<file path="src/htq_pkg.sv">
// Shared types and constants for the heightmap triangle height query block.
`default_nettype none

package htq_pkg;

    localparam int DIV_STEPS = 24;
    localparam int DIV_CNT_W = $clog2(DIV_STEPS + 1);

    typedef enum logic [1:0] {
        CFG_GRID_SPACING = 2'd0,
        CFG_HEIGHT_GAIN  = 2'd1,
        CFG_MAP_COLUMNS  = 2'd2,
        CFG_MAP_ROWS     = 2'd3
    } cfg_index_t;

    typedef enum logic [1:0] {
        SEL_Y0 = 2'd0,
        SEL_YM = 2'd1,
        SEL_Y2 = 2'd2
    } sample_sel_t;

    typedef struct packed {
        logic              op;
        logic [15:0]       sample_index;
        logic [7:0]        sample_value;
        logic signed [23:0] pos_x;
        logic signed [23:0] pos_z;
    } query_t;

    typedef struct packed {
        logic [23:0] height;
        logic        upper_triangle;
    } result_t;

    typedef struct packed {
        logic        write_sample;
        logic        capture;
        logic        div_start;
        logic        div_frac;
        logic        axis_latch;
        logic        frac_latch;
        logic        base0_latch;
        logic        base1_latch;
        logic        rd_en;
        sample_sel_t rd_sel;
        logic        mac_en;
        logic        mac_first;
        sample_sel_t mac_sel;
        logic        scale;
        logic        out_load;
    } htq_cmd_t;

    typedef struct packed {
        logic div_busy;
    } htq_status_t;

endpackage

`default_nettype wire

</file>
<file path="src/htq_ctrl.sv">
// Controller state machine that sequences writes and height queries.
`default_nettype none

module htq_ctrl (
    input  wire logic                 clk,
    input  wire logic                 rst_n,
    input  wire logic                 query_valid,
    input  wire logic                 query_op,
    output logic                      query_ready,
    output logic                      result_valid,
    input  wire logic                 result_ready,
    input  wire htq_pkg::htq_status_t status,
    output htq_pkg::htq_cmd_t         cmd
);
    import htq_pkg::*;

    typedef enum logic [11:0] {
        ST_IDLE     = 12'b0000_0000_0001,
        ST_Q_START  = 12'b0000_0000_0010,
        ST_Q_WAIT   = 12'b0000_0000_0100,
        ST_F_START  = 12'b0000_0000_1000,
        ST_F_WAIT   = 12'b0000_0001_0000,
        ST_ROW0     = 12'b0000_0010_0000,
        ST_ROW1     = 12'b0000_0100_0000,
        ST_RD_B     = 12'b0000_1000_0000,
        ST_RD_C     = 12'b0001_0000_0000,
        ST_MAC_LAST = 12'b0010_0000_0000,
        ST_SCALE    = 12'b0100_0000_0000,
        ST_DONE     = 12'b1000_0000_0000
    } state_t;

    state_t state_reg;
    state_t state_next;
    logic   result_valid_reg;
    logic   result_valid_next;

    always_comb
    begin
        state_next = state_reg;
        cmd        = '0;
        cmd.rd_sel  = SEL_Y0;
        cmd.mac_sel = SEL_Y0;
        unique case (state_reg)
            ST_IDLE:
            begin
                if (query_valid)
                begin
                    if (query_op)
                    begin
                        cmd.capture = 1'b1;
                        state_next  = ST_Q_START;
                    end
                    else
                    begin
                        cmd.write_sample = 1'b1;
                    end
                end
            end
            ST_Q_START:
            begin
                cmd.div_start = 1'b1;
                state_next    = ST_Q_WAIT;
            end
            ST_Q_WAIT:
            begin
                if (!status.div_busy)
                begin
                    cmd.axis_latch = 1'b1;
                    state_next     = ST_F_START;
                end
            end
            ST_F_START:
            begin
                cmd.div_start = 1'b1;
                cmd.div_frac  = 1'b1;
                state_next    = ST_F_WAIT;
            end
            ST_F_WAIT:
            begin
                if (!status.div_busy)
                begin
                    state_next = ST_ROW0;
                end
            end
            ST_ROW0:
            begin
                cmd.frac_latch  = 1'b1;
                cmd.base0_latch = 1'b1;
                state_next      = ST_ROW1;
            end
            ST_ROW1:
            begin
                cmd.base1_latch = 1'b1;
                cmd.rd_en       = 1'b1;
                cmd.rd_sel      = SEL_Y0;
                state_next      = ST_RD_B;
            end
            ST_RD_B:
            begin
                cmd.rd_en     = 1'b1;
                cmd.rd_sel    = SEL_YM;
                cmd.mac_en    = 1'b1;
                cmd.mac_first = 1'b1;
                cmd.mac_sel   = SEL_Y0;
                state_next    = ST_RD_C;
            end
            ST_RD_C:
            begin
                cmd.rd_en   = 1'b1;
                cmd.rd_sel  = SEL_Y2;
                cmd.mac_en  = 1'b1;
                cmd.mac_sel = SEL_YM;
                state_next  = ST_MAC_LAST;
            end
            ST_MAC_LAST:
            begin
                cmd.mac_en  = 1'b1;
                cmd.mac_sel = SEL_Y2;
                state_next  = ST_SCALE;
            end
            ST_SCALE:
            begin
                cmd.scale  = 1'b1;
                state_next = ST_DONE;
            end
            ST_DONE:
            begin
                if (!result_valid_reg || result_ready)
                begin
                    cmd.out_load = 1'b1;
                    state_next   = ST_IDLE;
                end
            end
            default:
            begin
                state_next = ST_IDLE;
            end
        endcase
    end

    always_comb
    begin
        if (cmd.out_load)
        begin
            result_valid_next = 1'b1;
        end
        else if (result_ready)
        begin
            result_valid_next = 1'b0;
        end
        else
        begin
            result_valid_next = result_valid_reg;
        end
    end

    always_ff @(posedge clk or negedge rst_n)
    begin
        if (!rst_n)
        begin
            state_reg        <= ST_IDLE;
            result_valid_reg <= 1'b0;
        end
        else
        begin
            state_reg        <= state_next;
            result_valid_reg <= result_valid_next;
        end
    end

    assign query_ready  = (state_reg == ST_IDLE);
    assign result_valid = result_valid_reg;

endmodule

`default_nettype wire

</file>
<file path="config.mk">
export PLATFORM = sky130hd
export DESIGN_NAME = htq_ctrl
export DESIGN_NICKNAME = d
export VERILOG_FILES = /design/src/htq_pkg.sv /design/src/htq_ctrl.sv
export SDC_FILE = /design/constraint.sdc
export NUM_CORES = 1
export LEC_CHECK = 0
export ABC_AREA = 0
export BUFFER_PORTS_ARGS = -buffer_cell sky130_fd_sc_hd__clkbuf_2
export CELL_PAD_IN_SITES_DETAIL_PLACEMENT = 2
export CELL_PAD_IN_SITES_GLOBAL_PLACEMENT = 2
export CORE_ASPECT_RATIO = 1.75
export CORE_MARGIN = 1.5
export CORE_UTILIZATION = 29
export CTS_CLUSTER_DIAMETER = 200
export DETAILED_ROUTE_END_ITERATION = 7
export GPL_ROUTABILITY_DRIVEN = 1
export PLACE_DENSITY_LB_ADDON = 0.15
export REMOVE_ABC_BUFFERS = 1
export SLEW_MARGIN = 0
export SYNTH_ARGS = -nofsm -noshare
export SYNTH_HDL_FRONTEND = slang
export SYNTH_SLANG_ARGS = --single-unit
</file>
<file path="constraint.sdc">
create_clock -name clk -period 2.68 [get_ports clk]
set_input_delay 0.536 -clock clk [delete_from_list [all_inputs] [get_ports clk]]
set_output_delay 0.536 -clock clk [all_outputs]
set_load 0.005 [all_outputs]
</file>
==> results of run 1 <==
path summary, 6_finish.rpt:
| path | startpoint | end | slack, ps | cells past startpoint |
|---|---|---|---|---|
| max | state_reg[9]$_DFFE_PN0P_ | cmd[13] | 100 | 5 |
| min | rst_n | state_reg[11]$_DFFE_PN0P_ | 190 | 1 |
| max reg2reg | state_reg[4]$_DFFE_PN0P_ | state_reg[2]$_DFFE_PN0P_ | 630 | 5 |
| min reg2reg | result_valid$_DFFE_PN0P_ | result_valid$_DFFE_PN0P_ | 590 | 2 |
| max in group asynchronous | rst_n | state_reg[0]$_DFFE_PN1P_ | 2180 | 1 |
| min in group clk | status | state_reg[5]$_DFFE_PN0P_ | 480 | 2 |
logic make-up (layout without fill, tap and decap cells):
kind of cell / after synthesis / after routing
and+or+nand+nor: 60 / 60
buffers and inverters: 17 / 38
AOI/OAI and AO/OA: 15 / 15
DFF: 13 / 13
xor gates and xnor gates: 6 / 6
where the power goes:
group | switching, mW | internal, mW
combinational | 0.136 | 0.0862
sequential | 0.0302 | 0.215
clock | 0.0752 | 0.105
cells in the final DEF (no fill, tap or decap), types with 2 or more instances in the layout:
master,count
nor3_1,5
nand4_1,3
nor4b_1,5
clkbuf_8,3
xnor2_1,3
nand2_1,6
nand3_1,2
xor2_1,3
buf_4,6
or4_1,3
nor3b_1,6
or2b_1,2
and3_1,3
nor2_1,11
o21ai_0,5
nor4_1,4
inv_1,4
dfrtp_1,12
clkbuf_2,24
worst max-delay path: cells and delay by family (launching register included):
kind / cells / cell delay [ps]
simple gates: 4 / 1170
buf+inv: 1 / 110
flops: 1 / 510
layer usage:
layer / wire length [microns] / part of all wire, % / vias up / global-route usage [%]
met2: 1890 / 62 / 17 / 37.9
li1: - / - / 443 / -
met3: 53 / 1.7 / 2 / 1.63
met1: 1100 / 36 / 484 / 19.9
met4: 21 / 0.69 / 0 / 4.57
met5: 0 / 0 / - / 0
cell usage after synthesis (3+ instances only):
master | instances | share of area [%]
dfrtp_1 | 12 | 32
nor2_1 | 11 | 4.5
clkbuf_1 | 7 | 2.8
nor3_1 | 7 | 3.8
nand2_1 | 6 | 2.4
nor3b_1 | 6 | 4.9
nor4b_1 | 5 | 4.7
o21ai_0 | 5 | 2.7
inv_1 | 4 | 1.6
nor4_1 | 4 | 2.7
and3_1 | 3 | 2.0
buf_2 | 3 | 1.6
nand3_1 | 3 | 1.6
nand4_1 | 3 | 2.0
or4_1 | 3 | 2.4
xnor2_1 | 3 | 2.8
xor2_1 | 3 | 2.8
cell type report:
| class | instances | area [sq um] |
|---|---|---|
| clock buffers | 4 | 45.0 |
| fillers | 391 | 1960 |
| inverters | 4 | 15.0 |
| multi-input cells | 81 | 543 |
| flip-flops and latches | 13 | 327 |
| well taps | 43 | 53.8 |
| repair buffers | 30 | 165 |
through the flow:
step	hold WS (ps)	utilization (%)	std cells
2_1_floorplan	240	-	98
3_3_place_gp	462	34.7	171
3_5_place_dp	465	34.7	171
4_1_cts	197	36.4	175
5_1_grt	211	37.0	175
6_report	190	37.0	175
timing repair:
| item | CTS | global route |
|---|---|---|
| pin swaps | 0 | 0 |
| setup endpoints to repair | 5 | 5 |
| gates cloned | 0 | 0 |
| resized for setup | 2 | 3 |
==> impl_results.md, run 1 <==
* Mapped cell area at 926 sq um
* Worst-Margin Slew at 507 ps
* Total CTS buffers at 3
* Max clock buf depth at 2
* Hold-fix buffers at CTS at 0
* Routed vias at 946
* Worst EP arrival at 2040 ps
* Core Region at 0.00311 sq mm
* Placed cell areas at 0.00108 sq mm
* Max-cap viol count at 0
* Post-synthesis mux area share at 0%
* Pin count of the biggest net entering global routing at 14
* Max_slew headroom at 65.4%
* Delay of the slowest cell on the worst path at 510 ps
* Top Ports at 25
* CTS H-tree lvls at 1
* CP max-delay cell: dfrtp_1
* Clk sinks at 13
* Port Buffer Count at 24
* HP Class: in -> async
* GPL Wtd Cong at 0.854
* DRC at 0
* Yosys warns at 0
* Nets at 139
* Largest family of logic cells by synthesized area: simple AND/OR/NAND/NOR gates
* Initial antenna violation count at 0
* Post-synth EDFFs at 0
* Drt pass-1 iters at 4
* Slew Viols, Final at 0
* Initial Util at 29.8%
* Vias in the first global route at 1025
* Sequential share of the synthesized area at 35.3%
* Setup crit end kind: primary output
* Detailed placement HPWL at 2510 microns
* Outcome: complete, no violations
* CTS root buf: clkbuf_8
* Minimum clock period at 2580 ps
* Crit path max fanout at 12
* CTS tree: built
* Synthesis-stage register bit count at 13
* Post-route cell area at 0.00115 sq mm
* VDD IR max at 0.335 mV
* Share of cells above drive strength 1 at 32.6%
* First-pass GRT wire length at 5050 microns
* Syn Area/Cell at 8.34 sq um
* Die X at 45.7 microns
* Synth cell types at 37
* Setup Buffers After CTS at 0
* Die Y at 77.8 microns
* Post-place setup slack at 108 ps
* Max frequency at 388 MHz
* Synth Area in Compound Gates at 11.5%
* Largest register FFs at 12
* Avg WL per Cell at 17.5 microns
* Setup violators final at 0
* Setup TNS at 0 ps
* Crit share post-route at 96.1%
* Post-Synth Simple-Gate Area at 38.6%
* Cells after Synth at 111
* Pwr/cell area at 564 mW/mm^2
* Unrepaired setup endpoints after global routing: no
* Clk slew on worst S/H paths at 60 ps
* Worst-Skew Late Latency at 250 ps
* Diode count at 0
* Hold Violations, Final at 0
* WS Path Type: reg -> out
* Ys flop type: dfrtp_1
* CP required at 2140 ps
* Row cnt at 27
* Cell Chain, Critical Path: nor4_1, nand2_1, nor3_1, and3_1, clkbuf_2
* Syn-to-layout area delta at 24.1%
* Post-layout worst setup margin at 104 ps
* GRT Overall Usage at 19.2%
* Remaining global-route overflow at 0
* DRT Wirelength at 3060 microns
* Post-synthesis xor/xnor area fraction at 5.68%
* Post-DRT Antenna Nets at 0
* Post-DR vias/cell at 5.41
* Die area at 0.00355 sq mm
* DRT iter0 DRCs at 5
* Design Power at 648 uW
* Fin Clk Skew at 5.10 ps
* CP startpoint kind: register
* Leak Pwr at 0.552 nW
* Adder-cell share of the synthesized area at 0%
* Post-synth ARST share at 100%
Power figures use the tool's default switching activity.
==> run 2, diff against run 1 <==
Settings changed: SETUP_SLACK_MARGIN from default to 0.5.
==> run 2 against run 1 <==
Via count increased by 18%. First-iteration DRC count is 140% higher. Register-to-register slack got worse by 150 ps. Utilization up 14 points. Count of clock-buffer cells in the layout unchanged. Wire length up 43%. Power up 31%. Final area rose by 38%. Cell count is 15% higher. Non-clock buffer count increased by 27. Clock power increased by 7%. Sequential share of layout area shrank 7.4 points.
==> impl_results.md, run 2 (synthesis results as in run 1) <==
* Pin count of the biggest net entering global routing at 14 (unchanged)
* CP max-delay cell: or4_1 (was dfrtp_1)
* Detailed placement HPWL at 2510 microns (unchanged)
* Slew Viols, Final at 0 (unchanged)
* Max clock buf depth at 2 (unchanged)
* Core Region at 0.00311 sq mm (unchanged)
* Initial Util at 29.8% (unchanged)
* Cell Chain, Critical Path: or4_1, or3_4, a21oi_4, clkbuf_2 (was nor4_1, nand2_1, nor3_1, and3_1, clkbuf_2)
* Worst R2R Start: state_reg[4]$_DFFE_PN0P_ (unchanged)
* Most frequent cells in the layout: buf_4 (27), clkbuf_2 (17), nor2_1 (7), buf_2 (7), dfrtp_1 (7) (was clkbuf_2 (24), dfrtp_1 (12), nor2_1 (11))
* CTS H-tree lvls at 1 (unchanged)
* VDD IR max at 0.444 mV (was 0.335 mV)
* Post-DR vias/cell at 5.50 (was 5.41)
* Pwr/cell area at 534 mW/mm^2 (was 564 mW/mm^2)
* Row cnt at 27 (unchanged)
* Share of cells above drive strength 1 at 61.0% (was 32.6%)
* Most common cell after layout, fill and taps aside: buf_4 (was clkbuf_2)
* Drt pass-1 iters at 4 (unchanged)
* Nets at 166 (was 139)
* Die X at 45.7 microns (unchanged)
* Die Y at 77.8 microns (unchanged)
* CTS root buf: clkbuf_8 (unchanged)
* Setup violators final at 0 (unchanged)
* Minimum clock period at 2480 ps (was 2580 ps)
* Crit path max fanout at 5 (was 12)
* Gate power share at 48.3% (was 34.3%)
* Total CTS buffers at 3 (unchanged)
* Largest register FFs at 12 (unchanged)
* Outcome: complete, no violations (unchanged)
* Delay of the slowest cell on the worst path at 550 ps (was 510 ps)
* Clk sinks at 13 (unchanged)
* Worst Setup EP: cmd[8] (was cmd[13])
* Post-DRT Antenna Nets at 0 (unchanged)
* Fin Clk Skew at 7.87 ps (was 5.10 ps)
* CP delay by family, top: simple AND/OR/NAND/NOR gates (unchanged)
* Worst-Skew Late Latency at 260 ps (was 250 ps)
* Top Ports at 25 (unchanged)
* Internal Power at 513 uW (was 407 uW)
* Routed vias at 1112 (was 946)
* Worst Reg-to-Reg Cells at 5 (unchanged)
* Max_slew headroom at 73.8% (was 65.4%)
* Vias in the first global route at 1133 (was 1025)
* CTS tree: built (unchanged)
* Setup TNS at 0 ps (unchanged)
* CP startpoint kind: register (unchanged)
* Setup crit end kind: primary output (unchanged)
* RR Endpoint: state_reg[0]$_DFFE_PN1P_ (was state_reg[2]$_DFFE_PN0P_)
* Diode count at 0 (unchanged)
* Sw Ratio at 39.4% (was 37.2%)
* Die area at 0.00355 sq mm (unchanged)
* CP required at 2140 ps (about the same)
* CP bufs+invs at 1 (unchanged)
* WS Path Type: reg -> out (unchanged)
* DRC at 0 (unchanged)
* Worst EP arrival at 1950 ps (was 2040 ps)
* Post-layout worst setup margin at 199 ps (was 104 ps)
* Unrepaired setup endpoints after global routing: yes (was no)
* Leak Pwr at 0.737 nW (was 0.552 nW)
* DRT iter0 DRCs at 12 (was 5)
* Placed cell areas at 0.00108 sq mm (unchanged)
* Max-cap viol count at 0 (unchanged)
* First-pass GRT wire length at 5630 microns (was 5050 microns)
* GRT Overall Usage at 21.6% (was 19.2%)
* Post-route cell area at 0.00159 sq mm (was 0.00115 sq mm)
* HP Class: in -> async (unchanged)
* Psw at 334 uW (was 241 uW)
* Initial antenna violation count at 0 (unchanged)
* Clk slew on worst S/H paths at 70 ps (was 60 ps)
* Critical Path Stages at 4 (was 5)
* DRT Wirelength at 4380 microns (was 3060 microns)
* Clock power share at 22.7% (was 27.9%)
* Post-place setup slack at 108 ps (unchanged)
* Max frequency at 403 MHz (was 388 MHz)
* Remaining global-route overflow at 0 (unchanged)
* Hold_ws at 184 ps (was 190 ps)
* Avg WL per Cell at 21.7 microns (was 17.5 microns)
* Fillers at 354 (was 391)
* Port Buffer Count at 24 (unchanged)
* Worst-Margin Slew at 390 ps (was 507 ps)
* Flop pwr share at 29.0% (was 37.9%)
* Hold Violations, Final at 0 (unchanged)
* GPL Wtd Cong at 0.854 (unchanged)
* Crit path from: state_reg[9]$_DFFE_PN0P_ (unchanged)
* Register-to-register setup slack at 480 ps (was 630 ps)
* Hold-fix buffers at CTS at 0 (unchanged)
* Syn-to-layout area delta at 71.2% (was 24.1%)
* Crit share post-route at 92.6% (was 96.1%)
## run 2: cell count changes in the layout (fill, tap and decap cells not counted), moves of 3 or more
cell,change
buf_2,+7
buf_4,+21
buf_6,+5
clkbuf_2,-7
dfrtp_1,-5
dfrtp_2,+5
nand2_1,-3
nor2_1,-4
nor2_4,+3
nor3_1,-4
nor3b_1,-3
nor3b_2,+3
nor4b_1,-3
## run 2: worst min-delay path by stage
stage	to	from
after floorplan	result_valid$_DFFE_PN0P_	rst_n
after global placement	state_reg[11]$_DFFE_PN0P_	rst_n
after detailed placement	state_reg[11]$_DFFE_PN0P_	rst_n
after CTS	state_reg[11]$_DFFE_PN0P_	rst_n
after global routing	result_valid$_DFFE_PN0P_	rst_n
final	state_reg[11]$_DFFE_PN0P_	rst_n
## run 2: area by class of cell
class                   instances  area [sq um]  share of cell area [%]
flip-flops and latches         13           333                    21.0
inverters                       4          15.0                   0.947
clock buffers                   4          45.0                    2.84
multi-input cells              81           739                    46.6
repair buffers                 57           399                    25.2
well taps                      43          53.8                    3.39
## run 2: per-stage QoR
step,util (%),cells,total power [mW]
final,51.0,202,0.847
after global routing,51.0,202,0.882
after CTS,43.3,189,0.757
after detailed placement,34.7,171,0.454
after global placement,34.7,171,0.442
after floorplan,-,98,0.368
## run 2: timing repair
action                                  CTS  global route
pin swaps                                 4            11
gates resized for setup                  26            34
buffers inserted                         14            13
endpoints found under the setup margin   18            18
## run 2: metal layers
metal	global-route usage, %	up-vias	wire (microns)
met4	6.86	0	189
met1	22.1	559	1410
met3	1.63	15	127
met5	0	-	0
li1	-	498	-
met2	42.3	40	2660
## run 2: worst reg2reg max path, cell delays in order, from the launching register on
cell	delay, ps
dfrtp_1	410
buf_4	190
or4_1	590
or4_4	590
o21ai_0	190
o31ai_1	130
## run 2: power by group through the flow
stage,clock [mW],combinational [mW],sequential (mW)
after CTS,0.188,0.326,0.243
final,0.192,0.409,0.246
after floorplan,0,0.129,0.238
after global placement,0,0.199,0.243
after detailed placement,0,0.211,0.243
after global routing,0.202,0.434,0.246
==> run 3, diff against run 2 <==
Settings changed: CORE_UTILIZATION 29 to 26.
Clock period 2.68 ns to 2.2 ns, I/O delays scaled along.
==> run 3 against run 2 <==
Final area shrank 2.9%. Sequential share of layout area up 0.39 points. Highest routed layer unchanged. The flow now finishes with violations (negative setup slack). Flip-flop and latch count unchanged. Wire length down 13%. Register-to-register slack got worse by 380 ps. Clock power increased by 19%. Largest cell class unchanged.
==> impl_results.md, run 3 (synthesis results as in run 1) <==
* Flop pwr share at 29.1% (was 29.0%)
* Largest register FFs at 12 (unchanged)
* Max-cap viol count at 0 (unchanged)
* Clock power share at 23.8% (was 22.7%)
* Routed vias at 1056 (was 1112)
* DRT iter0 DRCs at 6 (was 12)
* Share of cells above drive strength 1 at 60.4% (was 61.0%)
* First-pass GRT wire length at 5430 microns (was 5630 microns)
* Most frequent cells in the layout: buf_4 (25), buf_2 (13), clkbuf_2 (11), dfrtp_1 (10), nor2_1 (8) (was buf_4 (27), clkbuf_2 (17), nor2_1 (7), buf_2 (7), dfrtp_1 (7))
* Max clock buf depth at 2 (unchanged)
* Post-DR vias/cell at 5.31 (was 5.50)
* Total CTS buffers at 3 (unchanged)
* CP bufs+invs at 1 (unchanged)
* Post-place setup slack at -7.28 ps (was 108 ps)
* Vias in the first global route at 1092 (was 1133)
* Die area at 0.00394 sq mm (was 0.00355 sq mm)
* Row cnt at 28 (was 27)
* Crit share post-route at 106%
* Crit path max fanout at 4 (was 5)
* CP required at 1760 ps (was 2140 ps)
* HP Class: in -> async (unchanged)
* Internal Power at 583 uW (was 513 uW)
* Delay of the slowest cell on the worst path at 520 ps (was 550 ps)
* VDD IR max at 0.339 mV (was 0.444 mV)
* DRT Wirelength at 3800 microns (was 4380 microns)
* Hold-fix buffers at CTS at 0 (unchanged)
* Remaining global-route overflow at 0 (unchanged)
* Met1 Routed Length at 1270 microns (was 1410 microns)
* Hold Violations, Final at 0 (unchanged)
* Die X at 48.1 microns (was 45.7 microns)
* Post-route cell area at 0.00154 sq mm (was 0.00159 sq mm)
* Die Y at 81.9 microns (was 77.8 microns)
* Worst-Margin Slew at 376 ps (was 390 ps)
* Setup TNS at -383 ps (was 0 ps)
* Crit path from: state_reg[9]$_DFFE_PN0P_ (unchanged)
* Leak Pwr at 0.723 nW (was 0.737 nW)
* Failing checks: negative setup slack
* Register-to-register setup slack at 100 ps (was 480 ps)
* CP max-delay cell: or4_4 (was or4_1)
* Port Buffer Count at 24 (unchanged)
* Diode count at 0 (unchanged)
* Sw Ratio at 39.1% (was 39.4%)
* Setup crit end kind: primary output (unchanged)
* Slew Viols, Final at 0 (unchanged)
* Hold_ws at 92.0 ps (was 184 ps)
* Pin count of the biggest net entering global routing at 14 (unchanged)
* Worst EP arrival at 1900 ps (was 1950 ps)
* Initial Util at 27.2% (was 29.8%)
* Minimum clock period at 2340 ps
* Initial antenna violation count at 0 (unchanged)
* Placed cell areas at 0.00118 sq mm (was 0.00108 sq mm)
* Core Region at 0.00340 sq mm (was 0.00311 sq mm)
* Worst R2R Start: state_reg[9]$_DFFE_PN0P_ (was state_reg[4]$_DFFE_PN0P_)
* Unrepaired setup endpoints after global routing: yes (unchanged)
* WS Path Type: reg -> out (unchanged)
* GRT Overall Usage at 20.1% (was 21.6%)
* Nets at 161 (was 166)
* Pwr/cell area at 621 mW/mm^2 (was 534 mW/mm^2)
* CP startpoint kind: register (unchanged)
* Setup violators final at 7 (was 0)
* Design Power at 956 uW (was 847 uW)
* Cell Chain, Critical Path: or4_4, or3_4, a21oi_4, clkbuf_2 (was or4_1, or3_4, a21oi_4, clkbuf_2)
* Clk slew on worst S/H paths at 60 ps (was 70 ps)
* GPL Wtd Cong at 0.834 (was 0.854)
* Psw at 373 uW (was 334 uW)
* Gate power share at 47.1% (was 48.3%)
* Clk sinks at 13 (unchanged)
* DRC at 0 (unchanged)
* CTS tree: built (unchanged)
* Post-layout worst setup margin at -140 ps (was 199 ps)
* Fillers at 388 (was 354)
* Routed wl met3 at 92 microns (was 127 microns)
* Syn-to-layout area delta at 66.2% (was 71.2%)
* Max_slew headroom at 75.0% (was 73.8%)
* Worst-Skew Late Latency at 250 ps (was 260 ps)
* Max frequency at 427 MHz
* CTS H-tree lvls at 1 (unchanged)
* Drt pass-1 iters at 2 (was 4)
* Avg WL per Cell at 19.1 microns (was 21.7 microns)
* Post-DRT Antenna Nets at 0 (unchanged)
* CTS root buf: clkbuf_8 (unchanged)
* Fin Clk Skew at 7.45 ps (was 7.87 ps)
* Top Ports at 25 (unchanged)
* CP delay by family, top: simple AND/OR/NAND/NOR gates (unchanged)
* Outcome: finished with violations (was complete, no violations)
* Detailed placement HPWL at 2640 microns (was 2510 microns)
* Top Layer Used: met4 (unchanged)
* Most common cell after layout, fill and taps aside: buf_4 (unchanged)
* Metal2 WL at 2330 microns (was 2660 microns)
[run 3: changes by cell type in the layout (fill, tap and decap cells not counted), sizes merged]
| cell | previous run | this run |
|---|---|---|
| buf | 40 | 41 |
| clkbuf | 21 | 15 |
[run 3: path summary, 6_finish.rpt]
kind | cells past startpoint | to
setup reg to reg | 5 | state_reg[4]$_DFFE_PN0P_
max in group asynchronous | 1 | state_reg[0]$_DFFE_PN1P_
hold reg to reg | 2 | result_valid$_DFFE_PN0P_
setup / recovery | 4 | cmd[8]
min in group clk | 2 | state_reg[5]$_DFFE_PN0P_
hold / removal | 1 | state_reg[5]$_DFFE_PN0P_
[run 3: metal layers]
metal | global-route usage [%] | vias to the layer above
met5 | 0 | -
met4 | 8.92 | 0
met3 | 2.86 | 8
met2 | 38.3 | 21
met1 | 19.4 | 540
li1 | - | 487
[run 3: timing repair]
action	4_1_cts	5_1_grt
gates resized for setup	12	52
pin swaps	2	11
setup endpoints to repair	24	24
gates cloned	0	0
setup buffers	2	6
[run 3: layout make-up]
class	instances	area [sq um]	area share [%]
Multi-Input combinational cell	81	752	48.9
Timing Repair Buffer	52	342	22.2
Sequential cell	13	329	21.4
Tap cell	45	56.3	3.66
Clock buffer	4	45.0	2.93
Inverter	4	15.0	0.976
[run 3: power groups by stage]
stage | registers, mW | clock network, mW | logic, mW
final | 0.278 | 0.228 | 0.450
after global routing | 0.280 | 0.239 | 0.489
after CTS | 0.274 | 0.234 | 0.340
after detailed placement | 0.275 | 0 | 0.319
after global placement | 0.274 | 0 | 0.309
after floorplan | 0.290 | 0 | 0.157
[run 3: through the flow]
| step | instances | util (%) |
|---|---|---|
| floorplan | 98 | - |
| global placement | 187 | 34.9 |
| detailed placement | 187 | 34.9 |
| CTS | 193 | 38.1 |
| global route | 199 | 45.3 |
| finish | 199 | 45.3 |
